$ cat src/rtl/b64e_pkg.sv
// Shared types, constants and the character map of the base64url stream encoder.
`timescale 1ns / 1ps

package b64e_pkg;

   // Widths fixed by the field definitions
   localparam int BYTE_W  = 8;
   localparam int LIMIT_W = 12;
   localparam int GROUP_W = 24;

   // Hard ceiling on the per-message character count
   localparam int MAX_LIMIT = 4095;

   // Default depth of the command queue between front and back
   localparam int QUEUE_DEPTH_DEFAULT = 4;

   // Output limit after reset
   localparam logic [LIMIT_W-1:0] LIMIT_RESET = 12'd63;

   // One unit of work for the back end: a group to encode or an overflow marker
   typedef struct packed {
      logic [GROUP_W-1:0] group;
      logic [1:0]         last_idx;  // index of the final result of this command
      logic               is_last;   // command closes the message
      logic               is_ovf;    // command is an overflow result
   } cmd_type;

   // Map a sextet to its URL-safe base64 character
   function automatic logic [7:0] b64e_char(input logic [5:0] sextet);
      logic [7:0] s;
      s = {2'b00, sextet};
      if (sextet < 6'd26) begin
         return 8'h41 + s;                // 'A'..'Z'
      end else if (sextet < 6'd52) begin
         return 8'h61 + (s - 8'd26);      // 'a'..'z'
      end else if (sextet < 6'd62) begin
         return 8'h30 + (s - 8'd52);      // '0'..'9'
      end else if (sextet == 6'd62) begin
         return 8'h2D;                    // '-'
      end else begin
         return 8'h5F;                    // '_'
      end
   endfunction

endpackage

$ cat src/rtl/b64e_front.sv
// Front end: takes bytes, builds groups, counts against the limit, queues commands.
`timescale 1ns / 1ps

module b64e_front
   import b64e_pkg::*;
(
   input  logic               clock,
   input  logic               reset,
   input  logic               req_valid,
   output logic               req_ready,
   input  logic [BYTE_W-1:0]  req_data_byte,
   input  logic               req_final_byte,
   input  logic               csr_valid,
   output logic               csr_ready,
   input  logic [LIMIT_W-1:0] csr_output_limit,
   input  logic               q_full,
   output logic               push,
   output cmd_type            push_cmd
);

   logic [LIMIT_W-1:0] limit_ff, limit_in;
   logic [15:0]        held_ff, held_in;
   logic [1:0]         fill_ff, fill_in;
   logic [LIMIT_W-1:0] chars_ff, chars_in;
   logic               disc_ff, disc_in;

   logic               accept;
   logic [LIMIT_W-1:0] limit_now;
   logic [GROUP_W-1:0] group;
   logic [1:0]         last_idx;
   logic [2:0]         n_chars;
   logic [LIMIT_W:0]   sum;
   logic               over;

   assign req_ready = ~q_full;
   assign csr_ready = 1'b1;
   assign accept    = req_valid & req_ready;

   // Clamp the configured limit to the hard ceiling
   assign limit_now = (32'(limit_ff) > MAX_LIMIT) ? LIMIT_W'(MAX_LIMIT) : limit_ff;

   // Assemble the group around the incoming byte
   always_comb begin
      case (fill_ff)
         2'd0: begin
            group    = {req_data_byte, 16'h0000};
            last_idx = 2'd1;
            n_chars  = 3'd2;
         end
         2'd1: begin
            group    = {held_ff[15:8], req_data_byte, 8'h00};
            last_idx = 2'd2;
            n_chars  = 3'd3;
         end
         default: begin
            group    = {held_ff, req_data_byte};
            last_idx = 2'd3;
            n_chars  = 3'd4;
         end
      endcase
   end

   assign sum  = {1'b0, chars_ff} + (LIMIT_W + 1)'(n_chars);
   assign over = sum > {1'b0, limit_now};

   // Message state update and command issue
   always_comb begin
      held_in  = held_ff;
      fill_in  = fill_ff;
      chars_in = chars_ff;
      disc_in  = disc_ff;
      limit_in = (csr_valid & csr_ready) ? csr_output_limit : limit_ff;
      push     = 1'b0;
      push_cmd.group    = group;
      push_cmd.last_idx = last_idx;
      push_cmd.is_last  = req_final_byte;
      push_cmd.is_ovf   = 1'b0;
      if (accept) begin
         if (disc_ff) begin
            // drop bytes until the final one
            if (req_final_byte) begin
               disc_in  = 1'b0;
               held_in  = 16'h0000;
               fill_in  = 2'd0;
               chars_in = '0;
            end
         end else if (fill_ff != 2'd2 && !req_final_byte) begin
            // hold the byte for a later group
            if (fill_ff == 2'd0) begin
               held_in = {req_data_byte, 8'h00};
            end else begin
               held_in = {held_ff[15:8], req_data_byte};
            end
            fill_in = fill_ff + 2'd1;
         end else if (over) begin
            // abort the message with a single error result
            push              = 1'b1;
            push_cmd.last_idx = 2'd0;
            push_cmd.is_last  = 1'b1;
            push_cmd.is_ovf   = 1'b1;
            held_in           = 16'h0000;
            fill_in           = 2'd0;
            chars_in          = '0;
            disc_in           = ~req_final_byte;
         end else begin
            // issue the group for encoding
            push     = 1'b1;
            held_in  = 16'h0000;
            fill_in  = 2'd0;
            chars_in = req_final_byte ? '0 : sum[LIMIT_W-1:0];
         end
      end
   end

   always_ff @(posedge clock) begin
      if (reset) begin
         limit_ff <= LIMIT_RESET;
         held_ff  <= 16'h0000;
         fill_ff  <= 2'd0;
         chars_ff <= '0;
         disc_ff  <= 1'b0;
      end else begin
         limit_ff <= limit_in;
         held_ff  <= held_in;
         fill_ff  <= fill_in;
         chars_ff <= chars_in;
         disc_ff  <= disc_in;
      end
   end

endmodule

$ cat src/rtl/b64e_fifo.sv
// Short command queue between the front and back ends.
`timescale 1ns / 1ps

module b64e_fifo
   import b64e_pkg::*;
#(
   parameter int DEPTH = QUEUE_DEPTH_DEFAULT
) (
   input  logic    clock,
   input  logic    reset,
   input  logic    push,
   input  cmd_type push_cmd,
   output logic    full,
   input  logic    pop,
   output logic    not_empty,
   output cmd_type head_cmd
);

   localparam int PTR_W = (DEPTH > 1) ? $clog2(DEPTH) : 1;
   localparam int CNT_W = $clog2(DEPTH + 1);

   cmd_type            slot_ff [DEPTH];
   logic [PTR_W-1:0]   wr_ptr_ff, wr_ptr_in;
   logic [PTR_W-1:0]   rd_ptr_ff, rd_ptr_in;
   logic [CNT_W-1:0]   count_ff, count_in;
   logic               do_push, do_pop;

   assign full      = (count_ff == CNT_W'(DEPTH));
   assign not_empty = (count_ff != '0);
   assign head_cmd  = slot_ff[rd_ptr_ff];
   assign do_push   = push & ~full;
   assign do_pop    = pop & not_empty;

   // Advance pointers with wrap at the queue depth
   always_comb begin
      wr_ptr_in = wr_ptr_ff;
      rd_ptr_in = rd_ptr_ff;
      count_in  = count_ff;
      if (do_push) begin
         wr_ptr_in = (wr_ptr_ff == PTR_W'(DEPTH - 1)) ? '0 : wr_ptr_ff + PTR_W'(1);
      end
      if (do_pop) begin
         rd_ptr_in = (rd_ptr_ff == PTR_W'(DEPTH - 1)) ? '0 : rd_ptr_ff + PTR_W'(1);
      end
      case ({do_push, do_pop})
         2'b10:   count_in = count_ff + CNT_W'(1);
         2'b01:   count_in = count_ff - CNT_W'(1);
         default: count_in = count_ff;
      endcase
   end

   always_ff @(posedge clock) begin
      if (reset) begin
         wr_ptr_ff <= '0;
         rd_ptr_ff <= '0;
         count_ff  <= '0;
      end else begin
         wr_ptr_ff <= wr_ptr_in;
         rd_ptr_ff <= rd_ptr_in;
         count_ff  <= count_in;
      end
   end

   // Store the command payload
   always_ff @(posedge clock) begin
      if (do_push) begin
         slot_ff[wr_ptr_ff] <= push_cmd;
      end
   end

endmodule

$ cat src/rtl/b64e_back.sv
// Back end: expands queued commands into characters, one per cycle while rsp_ready allows, into the output register.
`timescale 1ns / 1ps

module b64e_back
   import b64e_pkg::*;
(
   input  logic              clock,
   input  logic              reset,
   input  logic              q_not_empty,
   input  cmd_type           q_head,
   output logic              pop,
   output logic              rsp_valid,
   input  logic              rsp_ready,
   output logic [BYTE_W-1:0] rsp_out_char,
   output logic              rsp_end_of_message,
   output logic              rsp_overflow
);

   logic              busy_ff, busy_in;
   cmd_type           cmd_ff, cmd_in;
   logic [1:0]        idx_ff, idx_in;
   logic              valid_ff, valid_in;
   logic [BYTE_W-1:0] char_ff, char_in;
   logic              eom_ff, eom_in;
   logic              ovf_ff, ovf_in;

   logic              out_free;
   logic              at_last;
   logic [5:0]        sextet;

   assign out_free = ~valid_ff | rsp_ready;
   assign at_last  = (idx_ff == cmd_ff.last_idx);
   assign pop      = q_not_empty & (~busy_ff | (out_free & at_last));

   // Pick the sextet for the current character
   always_comb begin
      case (idx_ff)
         2'd0:    sextet = cmd_ff.group[23:18];
         2'd1:    sextet = cmd_ff.group[17:12];
         2'd2:    sextet = cmd_ff.group[11:6];
         default: sextet = cmd_ff.group[5:0];
      endcase
   end

   // Emit a character when the output register frees up; load the next command
   always_comb begin
      busy_in  = busy_ff;
      cmd_in   = cmd_ff;
      idx_in   = idx_ff;
      valid_in = valid_ff;
      char_in  = char_ff;
      eom_in   = eom_ff;
      ovf_in   = ovf_ff;
      if (out_free) begin
         valid_in = busy_ff;
         if (busy_ff) begin
            char_in = cmd_ff.is_ovf ? 8'h00 : b64e_char(sextet);
            eom_in  = cmd_ff.is_last & at_last;
            ovf_in  = cmd_ff.is_ovf;
            idx_in  = idx_ff + 2'd1;
            if (at_last) begin
               busy_in = 1'b0;
            end
         end
      end
      if (pop) begin
         busy_in = 1'b1;
         cmd_in  = q_head;
         idx_in  = 2'd0;
      end
   end

   always_ff @(posedge clock) begin
      if (reset) begin
         busy_ff  <= 1'b0;
         valid_ff <= 1'b0;
         idx_ff   <= 2'd0;
      end else begin
         busy_ff  <= busy_in;
         valid_ff <= valid_in;
         idx_ff   <= idx_in;
      end
   end

   always_ff @(posedge clock) begin
      cmd_ff  <= cmd_in;
      char_ff <= char_in;
      eom_ff  <= eom_in;
      ovf_ff  <= ovf_in;
   end

   assign rsp_valid          = valid_ff;
   assign rsp_out_char       = char_ff;
   assign rsp_end_of_message = eom_ff;
   assign rsp_overflow       = ovf_ff;

endmodule

$ cat src/rtl/base64url_stream_encoder_unit.sv
// Top level of the base64url stream encoder: front end, command queue, back end.
`timescale 1ns / 1ps

// Usage
//   req_*  : one message byte per transfer; req_final_byte marks the last byte.
//   rsp_*  : one character per transfer; rsp_end_of_message on the last one of a
//            message; an overflow shows as a single result with out_char 0,
//            end_of_message 1 and overflow 1, after which the rest of the
//            message is dropped.
//   csr_*  : write of the per-message character limit; csr_ready is always high.
// Timing
//   A byte that completes a group reaches rsp through the command queue, the
//   back end's command register and the output register. req_ready stays high
//   while the command queue has room, so bytes go in one per cycle; the output
//   register sends one character per cycle while rsp_ready is high.
// Reset
//   Clears the queue, the message state and the output; the limit returns to 63.
// Stall
//   With rsp_ready low the result holds; the queue keeps taking bytes until it
//   is full, then req_ready drops.

module base64url_stream_encoder_unit
   import b64e_pkg::*;
#(
   parameter int QUEUE_DEPTH = QUEUE_DEPTH_DEFAULT
) (
   input  logic               clock,
   input  logic               reset,
   input  logic               req_valid,
   output logic               req_ready,
   input  logic [BYTE_W-1:0]  req_data_byte,
   input  logic               req_final_byte,
   output logic               rsp_valid,
   input  logic               rsp_ready,
   output logic [BYTE_W-1:0]  rsp_out_char,
   output logic               rsp_end_of_message,
   output logic               rsp_overflow,
   input  logic               csr_valid,
   output logic               csr_ready,
   input  logic [LIMIT_W-1:0] csr_output_limit
);

   logic    push, pop, q_full, q_not_empty;
   cmd_type push_cmd, head_cmd;

   b64e_front u_front (
      .clock            (clock),
      .reset            (reset),
      .req_valid        (req_valid),
      .req_ready        (req_ready),
      .req_data_byte    (req_data_byte),
      .req_final_byte   (req_final_byte),
      .csr_valid        (csr_valid),
      .csr_ready        (csr_ready),
      .csr_output_limit (csr_output_limit),
      .q_full           (q_full),
      .push             (push),
      .push_cmd         (push_cmd)
   );

   b64e_fifo #(
      .DEPTH (QUEUE_DEPTH)
   ) u_fifo (
      .clock     (clock),
      .reset     (reset),
      .push      (push),
      .push_cmd  (push_cmd),
      .full      (q_full),
      .pop       (pop),
      .not_empty (q_not_empty),
      .head_cmd  (head_cmd)
   );

   b64e_back u_back (
      .clock              (clock),
      .reset              (reset),
      .q_not_empty        (q_not_empty),
      .q_head             (head_cmd),
      .pop                (pop),
      .rsp_valid          (rsp_valid),
      .rsp_ready          (rsp_ready),
      .rsp_out_char       (rsp_out_char),
      .rsp_end_of_message (rsp_end_of_message),
      .rsp_overflow       (rsp_overflow)
   );

endmodule

$ cat config.mk
export PLATFORM = sky130hd
export DESIGN_NAME = base64url_stream_encoder_unit
export DESIGN_NICKNAME = d
export VERILOG_FILES = /design/src/rtl/b64e_pkg.sv /design/src/rtl/b64e_front.sv /design/src/rtl/b64e_fifo.sv /design/src/rtl/b64e_back.sv /design/src/rtl/base64url_stream_encoder_unit.sv
export SDC_FILE = /design/constraint.sdc
export NUM_CORES = 1
export LEC_CHECK = 0
export BUFFER_PORTS_ARGS = -buffer_cell sky130_fd_sc_hd__buf_2
export CORE_ASPECT_RATIO = 0.9
export CORE_UTILIZATION = 40
export CTS_CLUSTER_SIZE = 20
export DETAILED_ROUTE_END_ITERATION = 10
export PLACE_DENSITY = 0.65
export SLEW_MARGIN = 30
export SYNTH_ARGS = -nofsm -noshare
export SYNTH_HDL_FRONTEND = slang
export SYNTH_SLANG_ARGS = --single-unit
$ cat constraint.sdc
create_clock -name clock -period 11.82 [get_ports clock]
set_input_delay 1.182 -clock clock [delete_from_list [all_inputs] [get_ports clock]]
set_output_delay 1.182 -clock clock [all_outputs]
set_load 0.03 [all_outputs]
; ---- After elaboration in Yosys (flattened, before gate mapping)
; Memory sizes are Yosys's and may differ from the RTL's. A register that Yosys moved wholly into a read port is not among the register bits.
; Index checks and enable logic that the tools add are counted.
[op_classes]
shifts = 0
add_sub_neg = 12
div = 0
multipliers = 0
bitwise = 12
reduce_logical = 12
eq_ne = 14
mux = 40
magnitude_cmp = 4
[op_table]
columns = op, count
row1 = 2-to-1 mux 16 bit, 4
row2 = 2-to-1 mux 12 bit, 5
row3 = case mux 24 bit (2 select lines), 1
row4 = 2-to-1 mux 8 bit, 3
row5 = case mux 6 bit (3 select lines), 1
row6 = 2-to-1 mux 4 bit, 4
row7 = adder 12 x 3 -> 13 bit, 1
row8 = greater-than comparator 13 x 12 -> 1 bit, 1
row9 = 2-to-1 mux 1 bit, 13
row10 = < comparator 6 bit (second input constant), 2
row11 = case mux 3 bit (2 select lines), 2
row12 = 2-to-1 mux 2 bit, 5
row13 = adder 2 x 1 -> 2 bit (second input constant), 4
row14 = adder 6 x 8 -> 8 bit (first input constant), 1
row15 = adder 7 x 6 -> 8 bit (first input constant), 1
row16 = adder 7 x 8 -> 8 bit (first input constant), 1
row17 = == test 2 bit (second input constant), 4
row18 = 2-to-1 mux 7 bit, 1
row19 = subtractor 6 x 5 -> 7 bit (second input constant), 1
row20 = subtractor 6 x 6 -> 7 bit (second input constant), 1
row21 = bitwise AND 1 bit, 6
row22 = == test 2 x 1 -> 1 bit (second input constant), 3
row23 = == test 6 bit (second input constant), 1
row24 = < comparator 6 x 5 -> 1 bit (second input constant), 1
row25 = other kinds (18), 27
[word_totals]
elab_cells = 110
latchBits = 0
in_bits = 26
output_inout_bits = 13
reg_bits = 64
mem_bits_ro = 0
ram_bits = 112
n_memories = 1
[memory_table]
columns = name, words, word_bits, read_ports, rd_clocked_by_memory_dff, wr, line_no
row1 = u_fifo.slot_ff, 4, 28, 1, 1, 1, b64e_fifo.sv:22  ; cmd_type slot_ff [DEPTH];

; ---- Depth between registers and ports, before layout
; Gate-level depths: netlist of run 1.
[logic_depth]
ltp_word = 8
mapped_depth = 19
depth_no_buf = 17

; ---- Hierarchy
; Synthesis of run 1 repeated with hierarchy kept, for this count alone.
[unflattened]
hier_cells = 684
hier_area_um2 = 9250.1
[by_module_without_submodules]
columns = module, area_per_inst_um2, n_inst, seq_area_each_um2, cells_per_inst
row1 = b64e_fifo, 4541.9, 1, 3543.4, 200
row2 = b64e_front, 2532.4, 1, 860.8, 309
row3 = b64e_back, 2175.8, 1, 1221.2, 175

; ---- Worst setup path after synthesis of run 1
; OpenSTA, ideal clock, no wires.
[synth_timing]
kind = register -> register
from = register u_front.fill_ff[1]
to = memory u_fifo.slot_ff[0][1] (netlist name) (data pin)
period_less_slack_ns = 4.155
setup_ns = 0.261
required_ns = 11.559
t_arrival_ns = 3.893
setup_slack_ns = 7.665
path_stages_with_launch = 19
n_path_buf = 1
cell_sequence = dfxtp_1 -> inv_1 -> ha_1 -> nor2_1 -> xnor2_1 -> ha_1 -> or3_1 -> o31ai_1 -> nor4b_1 -> nand3_1 -> xnor2_1 -> ha_1 -> or4_1 -> a21oi_1 -> o21ai_1 -> o221ai_1 -> clkbuf_1 -> nand2_1 -> a31o_2
[synth_lines]
columns = element, line_no
row1 = start: declaration, b64e_front.sv:23  ; logic [1:0] fill_ff, fill_in;
row2 = start signal: assignment, b64e_front.sv:125  ; fill_ff <= fill_in;
row3 = end: declaration, b64e_fifo.sv:22

==> results of run 1 <==
sequential cells by signal (all words and copies together), names as in the netlist, 2 cells and up:
| register | count |
|---|---|
| u_front.held_ff | 16 |
| u_back.cmd_ff | 28 |
| u_back.idx_ff | 2 |
| u_fifo.slot_ff | 112 |
| u_front.limit_ff | 12 |
| u_fifo.wr_ptr_ff | 2 |
| u_fifo.count_ff | 3 |
| u_front.chars_ff | 12 |
| u_back.rsp_out_char | 8 |
| u_fifo.rd_ptr_ff | 2 |
| u_front.fill_ff | 2 |
cell type report:
type	instances	area share (%)
Clock buffer	28	6.088
Clock inverter	12	0.8869
Inverter	37	1.330
Multi-Input combinational cell	427	32.48
Sequential cell	204	53.52
Tap cell	297	3.559
Timing Repair Buffer	42	2.133
cells in the final DEF (no fill, tap or decap), types with 11 or more instances in the layout:
master       n
edfxtp_1   150
mux4_2      28
xnor2_1     14
dfxtp_1     52
clkbuf_16   24
o21ai_0     17
nand2_1     49
mux2i_1     14
a22oi_1     11
inv_1       35
nand3_1     22
a21oi_1     28
nand2b_1    12
buf_2       37
nor2_1      44
ha_1        39
stage by stage:
| stage | setup WS (ns) | cells |
|---|---|---|
| floorplan | 7.665 | 702 |
| global placement | 7.084 | 1007 |
| detailed placement | 6.903 | 1007 |
| CTS | 6.835 | 1047 |
| global route | 6.241 | 1047 |
| finish | 6.795 | 1047 |
routing by layer:
layer	GRT usage (%)	wire length, µm	vias up
met4	4.858	404	0
met3	2.330	671	29
li1	-	-	2718
met5	0	0	-
met2	25.62	8478	100
met1	22.03	8500	2778
cell families after synthesis:
group	Yosys count
buffers and inverters	71
adder cells (fa/ha/maj)	40
AO/OA/AOI/OAI	121
other	1
multiplexers	44
XOR/XNOR	24
AND/OR/NAND/NOR	197
flip-flops	204
worst max-delay path by stage:
| stage | depth (start not counted) | startpoint | slack (ns) | endpoint |
|---|---|---|---|---|
| final | 18 | u_front.fill_ff[1] | 6.80 | u_fifo.slot_ff[0][3] |
| after global routing | 18 | u_front.fill_ff[1] | 6.24 | u_fifo.slot_ff[2][3] |
| after CTS | 18 | u_front.fill_ff[1] | 6.84 | u_fifo.slot_ff[0][3] |
| after detailed placement | 18 | u_front.fill_ff[1] | 6.90 | u_fifo.slot_ff[2][3] |
| after global placement | 18 | u_front.fill_ff[1] | 7.08 | u_fifo.slot_ff[0][1] |
| after floorplan | 18 | u_front.fill_ff[1] | 7.67 | u_fifo.slot_ff[0][1] |
power by group:
part	switching (mW)	internal, mW
combinational	0.460	0.318
clock	0.274	0.403
sequential	0.0555	0.922
critical path: stages, from the launching register on:
cell and delay (ns):
dfxtp_1 0.37, inv_1 0.15, ha_1 0.65, nor2_1 0.18, xnor2_1 0.19, ha_1 0.23, or3_1 0.12, o31ai_1 0.11
nor4b_1 0.67, nand3_1 0.25, xnor2_1 0.18, ha_1 0.19, or4_1 0.41, a21oi_1 0.14, o21ai_1 0.08, o221ai_1 0.17
buf_4 0.27, a21oi_1 0.20, nor2_1 0.27
==> flow_metrics.tcl, run 1 <==
set metrics [dict create \
    dr_total_vias 5625 \
    clk_path_buf_depth 3 \
    status "finished clean" \
    r2r_start "u_front.fill_ff[1]" \
    synthTopCellsByCount "edfxtp_1 (150), dfxtp_1 (54), nand2_1 (49), nor2_1 (44), ha_1 (39)" \
    n_antenna_cell 0 \
    syn_area_per_cell_um2 13.18 \
    r2r_setup_slack_ns 6.80 \
    post_cts_buffers 0 \
    min_from "u_front.held_ff[3]" \
    avgRoutedWirePerCell_um 17.24 \
    powerDensity_nw_per_um2 233.1 \
    cts_hold_buffers 0 \
    yosys.area_share.adder_pct 5.489 \
    antenna_found_initial 0 \
    vdd_drop_max_uv 191.5 \
    synth_cell_types 70 \
    end_kind "flip-flop" \
    whs_ns 0.4553 \
    yosysMostFrequentCell "edfxtp_1" \
    hold_end "u_front.held_ff[3]" \
    drt_iter0_drc 496 \
    finalClockSkew_ns 0.01496 \
    fin_util_pct 46.24 \
    die_x_um 162.3 \
    synth-simple-area-share_pct 10.95 \
    min_period_over_period_pct 42.51 \
    synth_xor_xnor_area_share_pct 2.271 \
    synthesis.nets 768 \
    holdPathStages 2 \
    areaGrowthSynthToFinish_pct 12.80 \
    fill_cells 1994 \
    ant_nets 0 \
    rows 52 \
    yosysWarnings 0 \
    rsz0062_at_grt "no" \
    setup_viol 0 \
    synthCells 702 \
    worst_ep_required_time_ns 12.12 \
    cts_resized 0 \
    final_hold_viol_count 0 \
    hpwl_um 11980 \
    start_util_pct 40.99 \
    clk_latency_ns 0.51 \
    timing.rr.end "u_fifo.slot_ff[0][3]" \
    synth_top_family_by_area "simple AND/OR/NAND/NOR gates" \
    period_needed_ns 5.025 \
    worstSetupPathType "reg2reg" \
    cp_max_fo 24 \
    synthArstFlopShare_pct 0 \
    ff_latch_area_um2 5588 \
    fin_nets 800 \
    netlist_area_um2 9255 \
    multi_input_area_um2 3391 \
    portBuffers 37 \
    die_area_um2 23750 \
    place_congestion 0.8385 \
    root_buffer "clkbuf_16" \
    grt_pass1_vias 5513 \
    ios 39 \
    synthFlopType "edfxtp_1" \
    setup_tns_ns 0 \
    reg2reg_depth 18 \
    place_area_um2 9712 \
    cts_tree "yes" \
    cts_made_buffers 22 \
    fin_area_um2 10440 \
    design.core.area_um2 22580 \
    synth_edf_count 150 \
    yosys-top-cells-area "edfxtp_1 (49%), dfxtp_1 (12%), mux4_2 (6.8%)" \
    drt_pass1_iterations 6 \
    yosysTopAreaCell "edfxtp_1" \
    synth_top_cell_area_share_pct 48.67 \
    max_freq_mhz 199.0 \
    grt_usage_pct 15.85 \
    max_cap_viol_count 0 \
    crit_arrival_ns 5.32 \
    htreeDepth 1 \
    grt_max_degree 49 \
    clkTransAtPathRegs_ns 0.06 \
    wirelength_um 18060 \
    overflow 0 \
    slew_headroom_pct 37.30 \
    synth-seq-cells 204 \
    worst_pin_slew_ns 0.9404 \
    drv_slew 0 \
    ys_seq_area_share_pct 60.35 \
    synth_mux_area_share_pct 8.612 \
    total_power_mw 2.433 \
    drc_errors 0 \
    synth_compound_area_share_pct 9.220 \
    viasPerCell 5.372 \
    hold_class "reg2reg" \
    p_leak_nw 3.698 \
    drive_above_1_share_pct 16.53 \
    grt_pass1_wl_um 29640 \
    cts_num_sinks 204 \
    worstSetupStartpointType "flip-flop" \
    fp.dieH_um 146.3 \
]
No activity file was read; power rests on OpenSTA's default activity.
==> inputs of run 2 (changes only) <==
- clock period: 11.82 -> 5.1 ns (I/O delays scaled with it)
==> flow_metrics.tcl, run 2 (synthesis gave the netlist of run 1 again) <==
set metrics [dict create \
    min_from "csr_output_limit[2]" \
    hold_class "in2reg" \
    cp_max_fo 23 \
    dr_total_vias 5641 \
    htreeDepth 1 \
    end_kind "flip-flop" \
    ios 39 \
    rows 52 \
    overflow 0 \
    reg_top3 "u_fifo.slot_ff: 112 flops, u_back.cmd_ff: 28 flops, u_front.held_ff: 16 flops" \
    r2r_setup_slack_ns 0.72 \
    clk_latency_ns 0.50 \
    fin_nets 803 \
    finalClockSkew_ns 0.01432 \
    vdd_drop_max_uv 290.3 \
    drt_pass1_iterations 5 \
    total_power_mw 5.791 \
    max_cap_viol_count 0 \
    root_buffer "clkbuf_16" \
    cp_num_buf_inv 2 \
    design.core.area_um2 22580 \
    crit_arrival_ns 4.68 \
    crit_path_max_incr_delay_ns 0.49 \
    dpl.cell_count 1010 \
    max_freq_mhz 228.4 \
    period_needed_ns 4.377 \
    final_cell_mix "edfxtp_1 (150), dfxtp_1 (52), nand2_1 (49)" \
    start_util_pct 40.99 \
    areaGrowthSynthToFinish_pct 13.88 \
    antenna_found_initial 0 \
    worst-path-stages 17 \
    fp.dieH_um 146.3 \
    clkTransAtPathRegs_ns 0.06 \
    die_area_um2 23750 \
    hpwl_um 11850 \
    drv_slew 0 \
    crit_family "simple AND/OR/NAND/NOR gates" \
    status "finished clean" \
    holdPathStages 3 \
    min_period_over_period_pct 85.83 \
    grt_pass1_wl_um 29220 \
    crit_path_frequent_cell "ha_1" \
    cts_num_sinks 204 \
    worstSetupStartpointType "flip-flop" \
    layout_commonest_cell "edfxtp_1" \
    stdcell_count 1050 \
    cts_tree "yes" \
    drt_iter0_drc 468 \
    top_register "u_fifo.slot_ff" \
    crit_slowest_cell "nor4b_2" \
    critical_path.cell_chain "inv_1 > ha_1 > buf_4 > ha_1 > ha_1 > or3_1 > o31ai_1 > nor4b_2 > nand3_1 > xnor2_1 > ha_1 > or4_1 > a21oi_1 > o21ai_1 > o221ai_2 > a21oi_1 > nor2_1" \
    drc_errors 0 \
    worstSetupPathType "reg2reg" \
    reg2reg_depth 17 \
    worst_ep_required_time_ns 5.40 \
    place_congestion 0.8381 \
    grt_pass1_vias 5533 \
    rsz0062_at_grt "no" \
    largest_reg_flops 112 \
    worst_pin_slew_ns 0.9479 \
    p_leak_nw 3.744 \
    n_antenna_cell 0 \
    setup_viol 0 \
    whs_ns 0.2266 \
    cts_hold_buffers 0 \
    die_x_um 162.3 \
    cts_made_buffers 22 \
    grt_usage_pct 15.44 \
    slew_headroom_pct 36.81 \
    powerDensity_nw_per_um2 549.5 \
    final_hold_viol_count 0 \
    wirelength_um 17900 \
    grt_max_degree 49 \
    ant_nets 0 \
    clk_path_buf_depth 3 \
    viasPerCell 5.372 \
    drive_above_1_share_pct 16.73 \
    r2r_start "u_front.fill_ff[1]" \
    avgRoutedWirePerCell_um 17.04 \
    setup_tns_ns 0 \
    hold_end "u_front.limit_ff[2]" \
    portBuffers 37 \
    timing.rr.end "u_fifo.slot_ff[2][2]" \
]
## run 2: cell types whose count changed in the layout (fill, tap and decap cells not counted), moves of 2 or more
cell	previous run	this run
buf_4	5	8
bufinv_16	1	5
clkinv_1	1	3
clkinv_2	7	4
clkinvlp_4	2	0
## run 2: metal layers
layer / share of wire [%] / track usage [%] / vias to the layer above / wire, µm
li1: - / - / 2708 / -
met2: 45 / 24.25 / 143 / 8054
met5: 0 / 0 / - / 0
met3: 5.7 / 3.068 / 28 / 1013
met4: 2.2 / 4.434 / 0 / 402
met1: 47 / 21.66 / 2762 / 8425
## run 2: what timing repair did
action | 4_1_cts | 5_1_grt
buffers inserted | 0 | 0
gates resized for setup | 0 | 2
endpoints found under the setup margin | 0 | 27
## run 2: area by class of cell
class | count | area [µm²]
clock inverters | 13 | 192.7
flip-flops and latches | 204 | 5588
well taps | 297 | 371.6
fillers | 1953 | 12040
repair buffers | 45 | 245.2
clock buffers | 27 | 600.6
multi-input cells | 427 | 3403
inverters | 37 | 138.9
## run 2: power by group
part,switching [mW],internal (mW)
sequential,0.126,2.14
clock,0.626,1.09
combinational,1.07,0.740
## run 2: worst max-delay path by stage
stage / start / end / slack (ns)
3_5_place_dp: u_front.fill_ff[1] / u_fifo.slot_ff[0][2] / 0.29
5_1_grt: u_front.fill_ff[1] / u_fifo.slot_ff[0][2] / 0.26
2_1_floorplan: u_front.fill_ff[1] / u_fifo.slot_ff[0][1] / 0.95
3_3_place_gp: u_front.fill_ff[1] / u_fifo.slot_ff[0][3] / 0.47
6_report: u_front.fill_ff[1] / u_fifo.slot_ff[2][2] / 0.72
4_1_cts: u_front.fill_ff[1] / u_fifo.slot_ff[2][2] / 0.25
## run 2: tightest hold or removal path: stages
cell and delay (ns):
buf_2 0.07, nand2_1 0.04, o211ai_1 0.06
## run 2: per-stage QoR
stage | cell area, µm² | setup slack [ns] | utilization, %
detailed placement | 9734 | 0.2863 | 43.12
CTS | 10530 | 0.2467 | 46.63
floorplan | 9255 | 0.9451 | -
finish | 10540 | 0.7226 | 46.69
global route | 10540 | 0.2555 | 46.69
global placement | 9734 | 0.4689 | 43.12
